[src/design/fupd_pkg.sv]
// Shared types, constants and helper functions of the file URI percent decoder.
package fupd_pkg;

  // Length of the "file://" prefix.
  localparam logic [2:0] PREFIX_LEN = 3'd7;

  // The percent sign that opens an escape.
  localparam logic [7:0] CH_PCT = 8'h25;

  // Result status codes.
  localparam logic [1:0] ST_PATH     = 2'd0;
  localparam logic [1:0] ST_NOT_FILE = 2'd1;
  localparam logic [1:0] ST_EMPTY    = 2'd2;

  // Escape phase codes.
  localparam logic [1:0] PH_NONE = 2'd0;
  localparam logic [1:0] PH_PCT  = 2'd1;
  localparam logic [1:0] PH_HIGH = 2'd2;

  // One input byte gives at most this many results.
  localparam int MAX_RES = 3;

  typedef struct packed {
    logic [7:0] path_byte;
    logic [1:0] status;
    logic       end_of_path;
  } res_t;

  // All results caused by one input byte, first result in entry zero.
  typedef struct packed {
    logic [1:0]                cnt;
    res_t [MAX_RES-1:0]        res;
  } grp_t;

  // Expected character at each prefix position.
  function automatic logic [7:0] prefix_char(input logic [2:0] idx);
    logic [7:0] c;
    unique case (idx)
      3'd0:    c = 8'h66; // f
      3'd1:    c = 8'h69; // i
      3'd2:    c = 8'h6c; // l
      3'd3:    c = 8'h65; // e
      3'd4:    c = 8'h3a; // :
      3'd5:    c = 8'h2f; // /
      3'd6:    c = 8'h2f; // /
      default: c = 8'h00;
    endcase
    return c;
  endfunction

  function automatic logic hex_valid(input logic [7:0] b);
    return ((b >= 8'h30) && (b <= 8'h39)) ||
           ((b >= 8'h61) && (b <= 8'h66)) ||
           ((b >= 8'h41) && (b <= 8'h46));
  endfunction

  // Value of a character already known to be a hex digit.
  function automatic logic [3:0] hex_nibble(input logic [7:0] b);
    logic [3:0] v;
    if (b <= 8'h39) begin
      v = b[3:0];
    end else begin
      v = b[3:0] + 4'd9;
    end
    return v;
  endfunction

  function automatic res_t make_res(input logic [7:0] b, input logic [1:0] st);
    res_t r;
    r.path_byte   = b;
    r.status      = st;
    r.end_of_path = 1'b0;
    return r;
  endfunction

endpackage

[src/design/fupd_byte_if.sv]
// Input channel: one URI byte per request with a last-byte flag.
interface fupd_byte_if;
  logic       valid;
  logic       ready;
  logic [7:0] uri_byte;
  logic       is_last;

  modport source (output valid, output uri_byte, output is_last, input ready);
  modport sink   (input valid, input uri_byte, input is_last, output ready);
endinterface

[src/design/fupd_res_if.sv]
// Output channel: one decoded path byte or status per request.
interface fupd_res_if;
  logic       valid;
  logic       ready;
  logic [7:0] path_byte;
  logic [1:0] status;
  logic       end_of_path;

  modport source (output valid, output path_byte, output status, output end_of_path,
                  input ready);
  modport sink   (input valid, input path_byte, input status, input end_of_path,
                  output ready);
endinterface

[src/design/fupd_in_stage.sv]
// Input register that holds one accepted URI byte until the decoder takes it.
module fupd_in_stage (
  input  logic        clk,
  input  logic        rst,
  fupd_byte_if.sink   uri,
  input  logic        advance,
  output logic        valid,
  output logic [7:0]  uri_byte,
  output logic        is_last
);

  assign uri.ready = !valid || advance;

  always_ff @(posedge clk) begin
    if (rst) begin
      valid <= 1'b0;
    end else if (uri.ready) begin
      valid <= uri.valid;
    end
  end

  always_ff @(posedge clk) begin
    if (uri.valid && uri.ready) begin
      uri_byte <= uri.uri_byte;
      is_last  <= uri.is_last;
    end
  end

endmodule

[src/design/fupd_decode.sv]
// Prefix check and escape decoding: per-URI state plus the result group of one byte.
module fupd_decode (
  input  logic              clk,
  input  logic              rst,
  input  logic              fire,
  input  logic [7:0]        uri_byte,
  input  logic              is_last,
  output fupd_pkg::grp_t    grp
);
  import fupd_pkg::*;

  logic [2:0] prefix_count, prefix_count_next;
  logic       prefix_failed, prefix_failed_next;
  logic [1:0] escape_phase, escape_phase_next;
  logic [7:0] held_high_digit, held_high_digit_next;
  logic       emitted_any, emitted_any_next;

  logic [1:0]         cnt;
  res_t [MAX_RES-1:0] res;
  logic               is_pct;
  logic               is_hex;

  assign is_pct = (uri_byte == CH_PCT);
  assign is_hex = hex_valid(uri_byte);

  always_comb begin
    cnt                  = 2'd0;
    res                  = '0;
    prefix_count_next    = prefix_count;
    prefix_failed_next   = prefix_failed;
    escape_phase_next    = escape_phase;
    held_high_digit_next = held_high_digit;
    emitted_any_next     = emitted_any;

    if (!prefix_failed) begin
      if (prefix_count != PREFIX_LEN) begin
        if (uri_byte == prefix_char(prefix_count)) begin
          prefix_count_next = prefix_count + 3'd1;
        end else begin
          prefix_failed_next = 1'b1;
        end
      end else begin
        unique case (escape_phase)
          PH_PCT: begin
            if (is_hex) begin
              held_high_digit_next = uri_byte;
              escape_phase_next    = PH_HIGH;
            end else begin
              res[cnt] = make_res(CH_PCT, ST_PATH);
              cnt      = cnt + 2'd1;
              if (is_pct) begin
                escape_phase_next = PH_PCT;
              end else begin
                escape_phase_next = PH_NONE;
                res[cnt]          = make_res(uri_byte, ST_PATH);
                cnt               = cnt + 2'd1;
              end
            end
          end
          PH_HIGH: begin
            escape_phase_next = PH_NONE;
            if (is_hex) begin
              res[cnt] = make_res({hex_nibble(held_high_digit), hex_nibble(uri_byte)},
                                  ST_PATH);
              cnt      = cnt + 2'd1;
            end else begin
              res[cnt] = make_res(CH_PCT, ST_PATH);
              cnt      = cnt + 2'd1;
              res[cnt] = make_res(held_high_digit, ST_PATH);
              cnt      = cnt + 2'd1;
              if (is_pct) begin
                escape_phase_next = PH_PCT;
              end else begin
                res[cnt] = make_res(uri_byte, ST_PATH);
                cnt      = cnt + 2'd1;
              end
            end
          end
          default: begin
            if (is_pct) begin
              escape_phase_next = PH_PCT;
            end else begin
              escape_phase_next = PH_NONE;
              res[cnt]          = make_res(uri_byte, ST_PATH);
              cnt               = cnt + 2'd1;
            end
          end
        endcase
        // Every result so far in this branch is a path byte.
        emitted_any_next = emitted_any || (cnt != 2'd0);
      end
    end

    if (is_last) begin
      if (prefix_failed_next || (prefix_count_next != PREFIX_LEN)) begin
        // Not a file URI: whatever was produced is replaced by one status.
        res    = '0;
        res[0] = make_res(8'h00, ST_NOT_FILE);
        cnt    = 2'd1;
      end else begin
        // A pending escape cut off by the end goes out literally.
        if (escape_phase_next == PH_PCT) begin
          res[cnt] = make_res(CH_PCT, ST_PATH);
          cnt      = cnt + 2'd1;
        end else if (escape_phase_next == PH_HIGH) begin
          res[cnt] = make_res(CH_PCT, ST_PATH);
          cnt      = cnt + 2'd1;
          res[cnt] = make_res(held_high_digit_next, ST_PATH);
          cnt      = cnt + 2'd1;
        end
        if (!emitted_any_next && (cnt == 2'd0)) begin
          res[cnt] = make_res(8'h00, ST_EMPTY);
          cnt      = cnt + 2'd1;
        end
      end
      res[cnt - 2'd1].end_of_path = 1'b1;

      prefix_count_next    = 3'd0;
      prefix_failed_next   = 1'b0;
      escape_phase_next    = PH_NONE;
      held_high_digit_next = 8'h00;
      emitted_any_next     = 1'b0;
    end
  end

  assign grp.cnt = cnt;
  assign grp.res = res;

  always_ff @(posedge clk) begin
    if (rst) begin
      prefix_count    <= 3'd0;
      prefix_failed   <= 1'b0;
      escape_phase    <= PH_NONE;
      held_high_digit <= 8'h00;
      emitted_any     <= 1'b0;
    end else if (fire) begin
      prefix_count    <= prefix_count_next;
      prefix_failed   <= prefix_failed_next;
      escape_phase    <= escape_phase_next;
      held_high_digit <= held_high_digit_next;
      emitted_any     <= emitted_any_next;
    end
  end

endmodule

[src/design/fupd_out_queue.sv]
// Result register that holds one result group and hands it out one request at a time.
module fupd_out_queue (
  input  logic              clk,
  input  logic              rst,
  input  logic              load,
  input  fupd_pkg::grp_t    grp,
  output logic              free,
  fupd_res_if.source        path
);
  import fupd_pkg::*;

  logic [1:0]         cnt;
  res_t [MAX_RES-1:0] res;
  logic               take;

  assign path.valid       = (cnt != 2'd0);
  assign path.path_byte   = res[0].path_byte;
  assign path.status      = res[0].status;
  assign path.end_of_path = res[0].end_of_path;

  assign take = path.valid && path.ready;
  assign free = (cnt == 2'd0) || (take && (cnt == 2'd1));

  always_ff @(posedge clk) begin
    if (rst) begin
      cnt <= 2'd0;
    end else if (load) begin
      cnt <= grp.cnt;
    end else if (take) begin
      cnt <= cnt - 2'd1;
    end
  end

  always_ff @(posedge clk) begin
    if (load) begin
      res <= grp.res;
    end else if (take) begin
      res <= {res_t'('0), res[MAX_RES-1:1]};
    end
  end

`ifndef NO_ASSERTIONS
  a_no_overwrite: assert property (@(posedge clk) disable iff (rst)
    load |-> (cnt == 2'd0) || (take && (cnt == 2'd1)))
    else $error("result group loaded over undelivered results");

  a_load_nonempty: assert property (@(posedge clk) disable iff (rst)
    load |=> path.valid)
    else $error("loaded result group shows no result");
`endif

endmodule

[src/design/file_uri_percent_decoder.sv]
// Top level of the file URI percent decoder: input register, decoder and result queue.
// A byte accepted from the input channel waits in the input register; when it leaves, its
// results are loaded into the result queue, which offers them on the output port.
// Throughput: one byte per cycle while each byte gives at most one result and the receiver
// is ready; a byte with two or three results holds the next byte back until all but its
// last are taken, as the output port moves one result per request. Reset is synchronous and
// active high: it clears prefix and escape state, empties input register and result queue.
module file_uri_percent_decoder (
  input  logic         clk,
  input  logic         rst,
  fupd_byte_if.sink    uri,
  fupd_res_if.source   path
);
  import fupd_pkg::*;

  // Input register contents.
  logic       stage_valid;
  logic [7:0] stage_byte;
  logic       stage_last;

  // Result group of the byte in the input register, computed combinationally.
  grp_t       grp;

  logic       q_free;
  logic       advance;
  logic       load;

  // A byte leaves the input register when its results fit into the result queue.
  // Bytes that give no result (prefix bytes, a percent sign that opens an escape, a high
  // digit) never wait on the output side.
  assign advance = stage_valid && ((grp.cnt == 2'd0) || q_free);
  assign load    = advance && (grp.cnt != 2'd0);

  fupd_in_stage u_in_stage (
    .clk      (clk),
    .rst      (rst),
    .uri      (uri),
    .advance  (advance),
    .valid    (stage_valid),
    .uri_byte (stage_byte),
    .is_last  (stage_last)
  );

  // The decoder state moves forward exactly when the byte leaves the input register.
  fupd_decode u_decode (
    .clk      (clk),
    .rst      (rst),
    .fire     (advance),
    .uri_byte (stage_byte),
    .is_last  (stage_last),
    .grp      (grp)
  );

  fupd_out_queue u_out_queue (
    .clk   (clk),
    .rst   (rst),
    .load  (load),
    .grp   (grp),
    .free  (q_free),
    .path  (path)
  );

`ifndef NO_ASSERTIONS
  a_status_ends_path: assert property (@(posedge clk) disable iff (rst)
    path.valid && (path.status != ST_PATH) |-> path.end_of_path)
    else $error("status result that does not end the path");

  a_status_zero_byte: assert property (@(posedge clk) disable iff (rst)
    path.valid && (path.status != ST_PATH) |-> (path.path_byte == 8'h00))
    else $error("status result with a nonzero path byte");

  a_status_known: assert property (@(posedge clk) disable iff (rst)
    path.valid |-> (path.status <= ST_EMPTY))
    else $error("undefined status code on the output");
`endif

endmodule

[src/flat_wrapper.sv]
// flat-port wrapper written by rule: the top's interface ports become plain ports
module file_uri_percent_decoder_flat import fupd_pkg::*;
  (clk, rst, uri_valid, uri_uri_byte, uri_is_last, uri_ready, path_valid, path_path_byte, path_status, path_end_of_path, path_ready);
  fupd_byte_if uri_i ();
  fupd_res_if path_i ();
  input  logic clk;
  input  logic rst;
  input wire logic [$bits(uri_i.valid)-1:0] uri_valid;
  input wire logic [$bits(uri_i.uri_byte)-1:0] uri_uri_byte;
  input wire logic [$bits(uri_i.is_last)-1:0] uri_is_last;
  output wire logic [$bits(uri_i.ready)-1:0] uri_ready;
  output wire logic [$bits(path_i.valid)-1:0] path_valid;
  output wire logic [$bits(path_i.path_byte)-1:0] path_path_byte;
  output wire logic [$bits(path_i.status)-1:0] path_status;
  output wire logic [$bits(path_i.end_of_path)-1:0] path_end_of_path;
  input wire logic [$bits(path_i.ready)-1:0] path_ready;
  assign uri_i.valid = uri_valid;
  assign uri_i.uri_byte = uri_uri_byte;
  assign uri_i.is_last = uri_is_last;
  assign uri_ready = uri_i.ready;
  assign path_valid = path_i.valid;
  assign path_path_byte = path_i.path_byte;
  assign path_status = path_i.status;
  assign path_end_of_path = path_i.end_of_path;
  assign path_i.ready = path_ready;
  file_uri_percent_decoder u_core (.clk(clk), .rst(rst), .uri(uri_i), .path(path_i));
endmodule
[config.mk]
export PLATFORM = sky130hd
export DESIGN_NAME = file_uri_percent_decoder_flat
export DESIGN_NICKNAME = d
export VERILOG_FILES = /design/src/design/fupd_pkg.sv /design/src/design/fupd_byte_if.sv /design/src/design/fupd_res_if.sv /design/src/design/fupd_in_stage.sv /design/src/design/fupd_decode.sv /design/src/design/fupd_out_queue.sv /design/src/design/file_uri_percent_decoder.sv /design/src/flat_wrapper.sv
export SDC_FILE = /design/constraint.sdc
export NUM_CORES = 1
export LEC_CHECK = 0
export BUFFER_PORTS_ARGS = -buffer_cell sky130_fd_sc_hd__buf_2
export CORE_ASPECT_RATIO = 0.8
export CORE_MARGIN = 2
export CORE_UTILIZATION = 67
export CTS_BUF_LIST = sky130_fd_sc_hd__clkbuf_16
export CTS_CLUSTER_SIZE = 28
export DETAILED_ROUTE_END_ITERATION = 10
export HOLD_SLACK_MARGIN = 0.06
export PLACE_DENSITY = 0.86
export SYNTH_ARGS = -nofsm -noshare
export SYNTH_HDL_FRONTEND = slang
export SYNTH_HIERARCHICAL = 1
export SYNTH_SLANG_ARGS = --single-unit
[constraint.sdc]
create_clock -name clk -period 9.6 [get_ports clk]
set_input_delay 0 -clock clk [delete_from_list [all_inputs] [get_ports clk]]
set_output_delay 0 -clock clk [all_outputs]
set_load 0.01 [all_outputs]
# Word-level counts from Yosys, hierarchy flattened
# Cells that the tools add are included.
# word_totals
ff_bits	60
output_inout_bits	13
# classes
addsub	8
n_lt_le_gt_ge	15
eq_ne	15
mux	77
n_bitwise	6
reduce_logical	31
# ops
operator	n
33-bit 2-to-1 mux	12
11-bit demux with 2-bit select	4
33-bit bitwise mux	2
11-bit 2-to-1 mux	6
8-bit 2-to-1 mux	7
22-bit 2-to-1 mux	2
11-bit case mux with 2 select lines	2
2-bit 2-to-1 mux	21
7-bit case mux with 6 select lines	1
30-bit AND	1
30-bit inverter	1
24-bit AND	1
24-bit inverter	1
8-bit by 7-bit >= comparator with 1-bit output (second input constant)	2
8-bit by 6-bit less-or-equal comparator with 1-bit output (second input constant)	2
8-bit by 7-bit less-or-equal comparator with 1-bit output (second input constant)	2
1-bit logical AND	13
2-bit by 3-bit < comparator with 1-bit output (second input constant)	4
1-bit 2-to-1 mux	12
3-bit 2-to-1 mux	4
3-bit equality test (second input constant)	3
9-bit OR	1
4-bit adder (second input constant)	2
8-bit by 6-bit equality test with 1-bit output (second input constant)	1
other kinds (20)	45

# Longest topological paths before layout
# Gate-level depths: netlist of the first run.
# depth
ltp_word	29
depth_mapped	28

# Cells and area by module
# The synthesis of the first run kept the hierarchy.
# modules_own_cells
mod	n_inst	cells_per_inst	area_each_um2	seq_area_each_um2
fupd_decode	1	372	2647.5	300.3
fupd_out_queue	1	99	1641.6	1031.0
fupd_in_stage	1	14	325.3	290.3
file_uri_percent_decoder	1	4	21.3	0.0

# Worst setup path before layout of the first run
# OpenSTA, ideal clock, no wires.
# synth_path
path_kind	register -> register
start	reg u_core.u_in_stage.uri_byte[1]
end	reg u_core.u_out_queue.res (netlist bit u_core/u_out_queue/path.end_of_path), enable pin
setup_ns	0.392
arrival_ns	5.062
required_ns	9.208
setup_slack_ns	4.147
stages_incl_launch_ff	26
path_buffers	4
synth_period_minus_slack_ns	5.453
path_cell_list	edfxtp_1 buf_2 inv_1 ha_1 o21bai_1 a211oi_2 and2_0 clkbuf_1 nor2_1 o21ai_0 ha_1 nor2_1 o221ai_2 inv_1 ha_1 nor2b_1 a21boi_0 a31oi_1 nand2_1 xnor2_1 a2bb2oi_1 nor2_2 nor2_1 buf_6 buf_6 or2_1
# synth_rtl
element	line_no	text
start, declared	fupd_in_stage.sv:8	output logic [7:0] uri_byte,
start signal, assigned	fupd_in_stage.sv:24	uri_byte <= uri.uri_byte;
end signal, assigned	fupd_out_queue.sv:36	res <= grp.res;
end signal, assigned	fupd_out_queue.sv:38	res <= {res_t'('0), res[MAX_RES-1:1]};
end, declared	fupd_out_queue.sv:13	res_t [MAX_RES-1:0] res;

==> results_dict.tcl, run 1 <==
set metrics [dict create \
    end_kind "register" \
    synth_edf_count 42 \
    cap_violations 0 \
    synth_flop_cell "edfxtp_1" \
    fin_nets 535 \
    drive_above_1_share_pct 17.5 \
    drc 0 \
    yosys.area.top_type_share_pct 27.2 \
    coreArea_mm2 0.00679 \
    hpwlAfterDp_um 8640 \
    power_density_mw_per_mm2 148 \
    finalSetupViolCount 0 \
    htreeDepth 3 \
    syn_area_mm2 0.00464 \
    ys_seq_elements 60 \
    cts_made_buffers 9 \
    critPathRequiredTime_ns 9.59 \
    post_cts_buffers 0 \
    fin_setup_tns_ns 0 \
    wl_um 12400 \
    period_share_pct 79.3 \
    routabilityCongestion 1.05 \
    grt.met3_usage_pct 10.5 \
    clock_skew_ns 0.00507 \
    ir_drop_uv 124 \
    die_y_um 78.4 \
    netlist_instances 489 \
    synthArstFlopShare_pct 0 \
    cp_max_fo 36 \
    max_freq_mhz 131 \
    clk_root_buffer_cell "clkbuf_16" \
    netlist_top_cells_area "edfxtp_1 27%, dfxtp_1 7.8%, ha_1 6.5%, mux2_4 5.5%, nand2_1 3.2%" \
    clk_pin_slew_ns 0.05 \
    synth_common_cells "42 x edfxtp_1, 40 x nand2_1, 36 x nor2_1" \
    yosysMostFrequentCell "edfxtp_1" \
    synth_seq_area_share_pct 35.0 \
    hp-class "in2reg" \
    maxSlewHeadroom_pct 20.0 \
    use_met1_pct 43.8 \
    ant_nets 0 \
    met2_usage_pct 50.9 \
    status "completed" \
    grt_most_used_layer "met2" \
    track_usage_pct 32.7 \
    start_util_pct 68.3 \
    vias 4021 \
    syn_to_final_growth_pct 9.01 \
    dr.first_iter.drc_count 558 \
    row_count 27 \
    cts_sinks 60 \
    yosysWarningCount 6 \
    leakagePower_nw 1.80 \
    insertedDiodeCount 0 \
    grt_max_degree 37 \
    cts.path.max_buffers 2 \
    ios 26 \
    cts_tree "yes" \
    cp-start-kind "register" \
    grt_pass1_wl_um 19600 \
    grt_overflow 0 \
    viasPerCell 6.82 \
    min_period_ns 7.62 \
    postSynthAreaPerCell_um2 9.48 \
    tightestPinTransition_ns 1.19 \
    n_fill_cell 461 \
    slew_violations 0 \
    grt_pass1_vias 3721 \
    antenna_found_initial 0 \
    dieArea_mm2 0.00760 \
    power_mw 0.749 \
    netlist-cell-type-count 78 \
    numPortBuffers 25 \
    synth.largest_area_cell "edfxtp_1" \
    hold_viol 0 \
    crit_arrival_ns 7.60 \
    insertion_delay_ns 0.32 \
    dr.pass1.iters 6 \
    crit_type "reg2reg" \
    rsz0062_at_grt "false" \
    routedWlPerCell_um 21.1 \
    die-width_um 97 \
]
==> cell families (layout without fill, tap and decap cells) <==
group	after synthesis	in the layout	synth area share, %
and+or+nand+nor	162	162	19.1
other	1	2	0.0809
xor gates and xnor gates	10	10	1.89
DFF	60	60	35.0
muxes	33	33	9.12
buffers and inverters	66	79	7.07
AOI/OAI and AO/OA	133	133	21.2
adders and majority gates	24	24	6.48
==> state kept, by name, indices dropped and copies added (netlist names), 2 cells and up <==
register                           flops
u_core/u_out_queue/cnt                 2
u_core/u_out_queue/path.path_byte      8
u_core/u_decode/prefix_count           3
u_core/u_in_stage/uri_byte             8
u_core/u_out_queue/res                22
u_core/u_decode/held_high_digit        8
u_core/u_out_queue/path.status         2
u_core/u_decode/escape_phase           2
==> final cells by class <==
| class | count | area, um^2 | area share, % |
|---|---|---|---|
| tap | 87 | 109 | 2.15 |
| timing repair buffer | 38 | 248 | 4.90 |
| sequential | 60 | 1620 | 32.1 |
| clock inverter | 7 | 58.8 | 1.16 |
| clock buffer | 9 | 225 | 4.46 |
| multi-input combinational | 364 | 2700 | 53.4 |
| inverter | 25 | 93.8 | 1.86 |
==> per-stage QoR <==
stage	instances	instance area (um^2)	worst slack [ns]	utilization (%)	hold WS (ns)
6_report	590	5050	1.98	74.4	0.0897
3_3_place_gp	564	4670	2.72	68.8	0.178
3_5_place_dp	564	4670	2.29	68.8	0.179
5_1_grt	590	5050	1.41	74.4	0.102
4_1_cts	590	5050	2.15	74.4	0.0851
2_1_floorplan	490	4640	4.15	-	0.0624
==> power breakdown <==
part	internal [mW]	switching [mW]
clock	0.197	0.115
combinational	0.0487	0.0569
sequential	0.314	0.0171
total	0.559	0.189
==> worst max-delay path: stages (launching register included) <==
cell and delay [ns]:
edfxtp_1 0.61, nor4b_1 0.56, nand3_1 0.47, and2_1 0.42, o21ai_0 0.49, ha_1 0.39, nor2_1 0.09, o221ai_2 0.22
inv_1 0.10, ha_1 0.18, nor2b_1 0.13, a21boi_0 0.12, a31oi_1 0.88, nand2_1 0.16, xnor2_1 0.35, a2bb2oi_1 0.38
nor2_2 0.10, nor2_4 0.79, or2_1 0.41, buf_4 0.40
==> path summary, 6_finish.rpt <==
kind	startpoint	endpoint	slack, ns	cells after the start
worst max-delay path	u_core/u_in_stage/uri_byte[3]	u_core/u_out_queue/res[19]	1.98	19
worst min register to register	u_core/u_decode/escape_phase[1]	u_core/u_decode/escape_phase[1]	0.53	2
worst max register to register	u_core/u_in_stage/uri_byte[3]	u_core/u_out_queue/res[19]	1.98	19
worst min-delay path	rst	u_core/u_decode/held_high_digit[2]	0.09	2
==> layout by cell type, fill, tap and decap left out, drive strengths merged, types with 5 or more instances in the layout <==
cell	count
xnor2	8
nor3	6
dlygate4sd3	10
nand3	9
and3	7
a211oi	7
a22oi	14
inv	25
dfxtp	18
clkbuf	9
clkinv	5
nor2b	12
nand2	40
a2bb2oi	5
o22ai	12
mux2	23
a21oi	20
buf	28
edfxtp	42
nor2	37
and2	20
a221oi	9
nand4	8
mux2i	10
ha	24
a31oi	5
o21ai	17
==> per-layer routing <==
metal,part of all wire (%),vias up,wire [um]
li1,-,1825,-
met1,41,1898,5110
met2,46,265,5680
met3,11,33,1350
met4,2.3,0,282
met5,0,-,0
==> repair_timing <==
action | in CTS | in global routing
resized for setup | 0 | 0
endpoints found under the hold margin | 10 | 0
hold buffers | 10 | 0
Power figures use the tool's default switching activity.
==> inputs of run 2 (changes only) <==
--- a/config.mk
+++ b/config.mk
@@ -5,15 +5,16 @@
 export SDC_FILE = /design/constraint.sdc
 export NUM_CORES = 1
 export LEC_CHECK = 0
+export ABC_AREA = 1
 export BUFFER_PORTS_ARGS = -buffer_cell sky130_fd_sc_hd__buf_2
 export CORE_ASPECT_RATIO = 0.8
 export CORE_MARGIN = 2
-export CORE_UTILIZATION = 67
+export CORE_UTILIZATION = 57
 export CTS_BUF_LIST = sky130_fd_sc_hd__clkbuf_16
 export CTS_CLUSTER_SIZE = 28
 export DETAILED_ROUTE_END_ITERATION = 10
 export HOLD_SLACK_MARGIN = 0.06
-export PLACE_DENSITY = 0.86
+export PLACE_DENSITY = 0.78
 export SYNTH_ARGS = -nofsm -noshare
 export SYNTH_HDL_FRONTEND = slang
 export SYNTH_HIERARCHICAL = 1
==> constraint.sdc (replaced) <==
create_clock -name clk -period 6.1 [get_ports clk]
set_input_delay 0 -clock clk [delete_from_list [all_inputs] [get_ports clk]]
set_output_delay 0 -clock clk [all_outputs]
set_load 0.01 [all_outputs]
==> results_dict.tcl, run 2 <==
set metrics [dict create \
    ys_seq_elements 60 \
    worst_slack_ns 0.542 \
    cts_made_buffers 9 \
    drive_above_1_share_pct 13.0 \
    track_usage_pct 33.1 \
    cts_tree "yes" \
    crit_arrival_ns 5.81 \
    cp_common_cell "inv_1" \
    clk_root_buffer_cell "clkbuf_16" \
    period_share_pct 91.1 \
    synth.largest_area_cell "edfxtp_1" \
    finalSetupViolCount 0 \
    hp-start "uri_uri_byte[6]" \
    postSynthAreaPerCell_um2 6.56 \
    routedWlPerCell_um 17.1 \
    power_density_mw_per_mm2 208 \
    cp_slowest_cell "dfxtp_1" \
    routabilityCongestion 1.03 \
    grt_pass1_vias 5202 \
    wl_um 16400 \
    layout_commonest_cell "nand2_1" \
    clk_pin_slew_ns 0.06 \
    cp_max_fo 15 \
    clock_skew_ns 0.0111 \
    cts_sinks 60 \
    critPathLaunch "u_core/u_decode/prefix_count[2]" \
    status "complete, but fails checks" \
    min_period_ns 5.56 \
    htreeDepth 3 \
    synth_common_cells "310 x nand2_1, 83 x nand3_1, 78 x inv_1" \
    vias 5627 \
    timing.rr.start "u_core/u_decode/prefix_count[2]" \
    yosys.area.top_type_share_pct 23.3 \
    crit_type "reg2reg" \
    die-width_um 113 \
    grt_pass1_wl_um 26700 \
    critPathRequiredTime_ns 6.35 \
    hold_viol 0 \
    place_ws_ns 0.704 \
    syn_to_final_growth_pct 9.14 \
    ios 26 \
    start_util_pct 59.1 \
    final_cell_mix "310 x nand2_1, 83 x nand3_1, 78 x inv_1" \
    netlist-cell-type-count 43 \
    netlist_top_cells_area "edfxtp_1 23%, nand2_1 22%, nand3_1 7.7%, dfxtp_1 6.7%, ha_1 5.6%" \
    cp-start-kind "register" \
    maxSlewHeadroom_pct 42.2 \
    regMostFlops "u_core/u_out_queue/res" \
    grt_overflow 0 \
    syn_area_mm2 0.00541 \
    viasPerCell 5.87 \
    end_kind "register" \
    hp-class "in2reg" \
    synth_flop_cell "edfxtp_1" \
    fin_nets 875 \
    synthArstFlopShare_pct 0 \
    insertion_delay_ns 0.33 \
    dr.pass1.iters 9 \
    fin_setup_tns_ns 0 \
    ir_drop_uv 281 \
    crit_path_max_incr_delay_ns 0.56 \
    dr.first_iter.drc_count 631 \
    crit_family "simple AND/OR/NAND/NOR gates" \
    drc 1 \
    yosysMostFrequentCell "nand2_1" \
    rsz0062_at_grt "false" \
    max_freq_mhz 180 \
    ant_nets 0 \
    cts.path.max_buffers 2 \
    antenna_found_initial 0 \
    post_cts_buffers 0 \
    die_y_um 91.1 \
    numPortBuffers 25 \
    yosysWarningCount 6 \
    cap_violations 0 \
    tightestPinTransition_ns 0.863 \
    violations "DRC" \
    netlist_instances 824 \
    final_cells 958 \
    coreArea_mm2 0.00915 \
    grt_max_degree 34 \
    largest_reg_flops 22 \
    synth_edf_count 42 \
    dieArea_mm2 0.0103 \
    hpwlAfterDp_um 12500 \
    row_count 31 \
    dp_cells 929 \
    slew_violations 0 \
    synth_seq_area_share_pct 30.0 \
    insertedDiodeCount 0 \
    timing.critical_path.buf_inv 10 \
    power_mw 1.23 \
    leakagePower_nw 2.82 \
]
run 2: cells by family after synthesis:
| family | synth area share, % |
|---|---|
| AO/OA/AOI/OAI | 8.17 |
| XOR/XNOR | 0.648 |
| adder cells (fa/ha/maj) | 5.55 |
| buffers and inverters | 11.8 |
| flip-flops | 30.0 |
| other | 0.0693 |
| AND/OR/NAND/NOR | 43.8 |
run 2: what timing repair did:
| action | 4_1_cts | 5_1_grt |
|---|---|---|
| hold buffers | 13 | 0 |
| hold endpoints to repair | 20 | 0 |
| gates resized for setup | 0 | 0 |
| setup endpoints to repair | 0 | 0 |
run 2: where the power goes:
group	total, mW	internal (mW)	switching (mW)
clock network	0.508	0.307	0.202
logic	0.192	0.0602	0.132
registers	0.529	0.505	0.0245
run 2: metal layers:
metal | share of wire (%) | GRT usage [%]
met5 | 0 | 0
met4 | 1.8 | 8.54
met3 | 9.0 | 6.14
met2 | 43 | 51.4
met1 | 46 | 47.6
run 2: worst paths after layout:
path	to	depth (start not counted)	slack (ns)
worst min register to register	u_core/u_decode/held_high_digit[3]	2	0.50
worst max register to register	u_core/u_decode/prefix_failed	30	0.54
worst max-delay path	u_core/u_decode/prefix_failed	30	0.54
worst min-delay path	u_core/u_in_stage/uri_byte[6]	2	0.38
run 2: cell type report:
class                   instances  area [um^2]
flip-flops and latches         60         1620
clock inverters                 6         51.3
clock buffers                  10          250
repair buffers                 47          323
well taps                     115          144
fillers                       847         3250
inverters                      93          354
multi-input cells             627         3160
run 2: stage by stage:
stage               instance area, um^2  utilization, %  hold WS, ns
floorplan                          5410               -       0.0624
global placement                   5470            59.8        0.178
detailed placement                 5470            59.8        0.178
CTS                                5900            64.5        0.364
global route                       5900            64.5        0.383
finish                             5900            64.5        0.377
==> inputs of run 3 (changes only) <==
--- a/config.mk
+++ b/config.mk
@@ -13,6 +13,7 @@
 export CTS_BUF_LIST = sky130_fd_sc_hd__clkbuf_16
 export CTS_CLUSTER_SIZE = 28
 export DETAILED_ROUTE_END_ITERATION = 10
+export GPL_TIMING_DRIVEN = 0
 export HOLD_SLACK_MARGIN = 0.06
 export PLACE_DENSITY = 0.78
 export SYNTH_ARGS = -nofsm -noshare
==> results_dict.tcl, run 3 (synthesized netlist as in run 2, its figures left out) <==
set metrics [dict create \
    status "complete, but fails checks" \
    violations "DRC" \
    hold_viol 0 \
    hpwlAfterDp_um 14000 \
    end_kind "register" \
    fin_nets 913 \
    coreArea_mm2 0.00915 \
    clock_skew_ns 0.00447 \
    cap_violations 0 \
    routabilityCongestion 1.02 \
    cts_tree "yes" \
    htreeDepth 3 \
    syn_to_final_growth_pct 13.6 \
    grt_pass1_vias 5697 \
    insertion_delay_ns 0.33 \
    p_int_mw 0.936 \
    critPathRequiredTime_ns 6.38 \
    period_share_pct 94.4 \
    power_density_mw_per_mm2 211 \
    track_usage_pct 36.8 \
    layout_commonest_cell "nand2_1" \
    die_y_um 91.1 \
    numPortBuffers 25 \
    vias 6018 \
    routedWlPerCell_um 18.6 \
    cp_common_cell "inv_1" \
    clk_root_buffer_cell "clkbuf_16" \
    grt_max_degree 34 \
    start_util_pct 59.1 \
    viasPerCell 6.04 \
    cts_made_buffers 9 \
    largest_reg_flops 22 \
    clk_pin_slew_ns 0.05 \
    drc 1 \
    slew_violations 0 \
    cp-start-kind "register" \
    max_freq_mhz 174 \
    maxSlewHeadroom_pct 51.8 \
    grt_pass1_wl_um 29300 \
    p_switching_mw 0.362 \
    insertedDiodeCount 0 \
    cts_sinks 60 \
    cp_slowest_cell "edfxtp_1" \
    dr.pass1.iters 8 \
    ios 26 \
    tightestPinTransition_ns 0.717 \
    crit_type "reg2reg" \
    rsz0062_at_grt "false" \
    final_cell_mix "310 x nand2_1, 83 x nand3_1, 78 x inv_1" \
    postLayoutCoreUtil_pct 67.1 \
    crit_arrival_ns 6.04 \
    clockPowerShare_pct 41.2 \
    comb_power_share_pct 18.0 \
    die-width_um 113 \
    min_period_ns 5.76 \
    dieArea_mm2 0.0103 \
    leakagePower_nw 2.95 \
    hp-class "in2reg" \
    crit_path_max_incr_delay_ns 0.47 \
    wl_um 18600 \
    regMostFlops "u_core/u_out_queue/res" \
    power_mw 1.30 \
    fin_setup_tns_ns 0 \
    finalSetupViolCount 0 \
    row_count 31 \
    grt_overflow 0 \
    holdPathStages 2 \
    r2r_cells 32 \
    hp-start "uri_uri_byte[6]" \
    antenna_found_initial 0 \
    switching_share_pct 27.9 \
    ant_nets 0 \
    ir_drop_uv 148 \
    dpl_cell_area_mm2 0.00568 \
    final_area_mm2 0.00614 \
    timing.rr.start "u_core/u_in_stage/uri_byte[1]" \
    drive_above_1_share_pct 15.2 \
    cp_max_fo 9 \
    cts.path.max_buffers 2 \
    seq_power_share_pct 40.8 \
    critPathLaunch "u_core/u_in_stage/uri_byte[1]" \
    dr.first_iter.drc_count 817 \
]
-- run 3: layout make-up --
| cell class | instances | area (um^2) |
|---|---|---|
| multi-input combinational | 627 | 3160 |
| timing repair inverter | 1 | 7.51 |
| timing repair buffer | 39 | 263 |
| tap | 115 | 144 |
| buffer | 45 | 284 |
| clock inverter | 7 | 83.8 |
| clock buffer | 9 | 225 |
| sequential | 60 | 1620 |
| fill | 774 | 3010 |
| inverter | 93 | 358 |
-- run 3: power groups by stage --
stage          Combinational [mW]  Sequential [mW]  Clock, mW
2_1_floorplan               0.148            0.529          0
6_report                    0.234            0.529      0.535
3_5_place_dp                0.212            0.538          0
5_1_grt                     0.256            0.533      0.555
4_1_cts                     0.220            0.530      0.536
3_3_place_gp                0.202            0.534          0
-- run 3: what timing repair did --
| action | 4_1_cts | 5_1_grt |
|---|---|---|
| hold buffers | 13 | 0 |
| gates resized for setup | 0 | 5 |
| hold endpoints to repair | 16 | 0 |
| endpoints found under the setup margin | 0 | 53 |
| setup buffers | 0 | 1 |
-- run 3: worst paths after layout --
| check | endpoint | slack, ns |
|---|---|---|
| min | u_core/u_in_stage/uri_byte[6] | 0.38 |
| max | u_core/u_decode/emitted_any | 0.34 |
| max reg2reg | u_core/u_decode/emitted_any | 0.34 |
| min reg2reg | u_core/u_decode/held_high_digit[3] | 0.50 |
-- run 3: metrics by stage --
step	hold slack [ns]	setup WS (ns)	instances
2_1_floorplan	0.0624	1.44	825
3_3_place_gp	0.176	0.327	965
3_5_place_dp	0.180	0.0261	965
4_1_cts	0.370	0.00201	994
5_1_grt	0.391	0.0608	996
6_report	0.376	0.344	996
-- run 3: per-layer routing --
metal  track usage (%)  wire (um)
met2              58.3       8270
met1              51.0       7520
met5                 0          0
met4              11.0        361
met3              7.28       2410
-- run 3: worst max-delay path, delay by kind of cell (launching register included) --
family	cells	cell delay, ns
flip-flops	1	0.47
AO/OA/AOI/OAI	3	0.66
buffers and inverters	9	1.29
AND/OR/NAND/NOR	17	2.47
adder cells (fa/ha/maj)	3	0.82
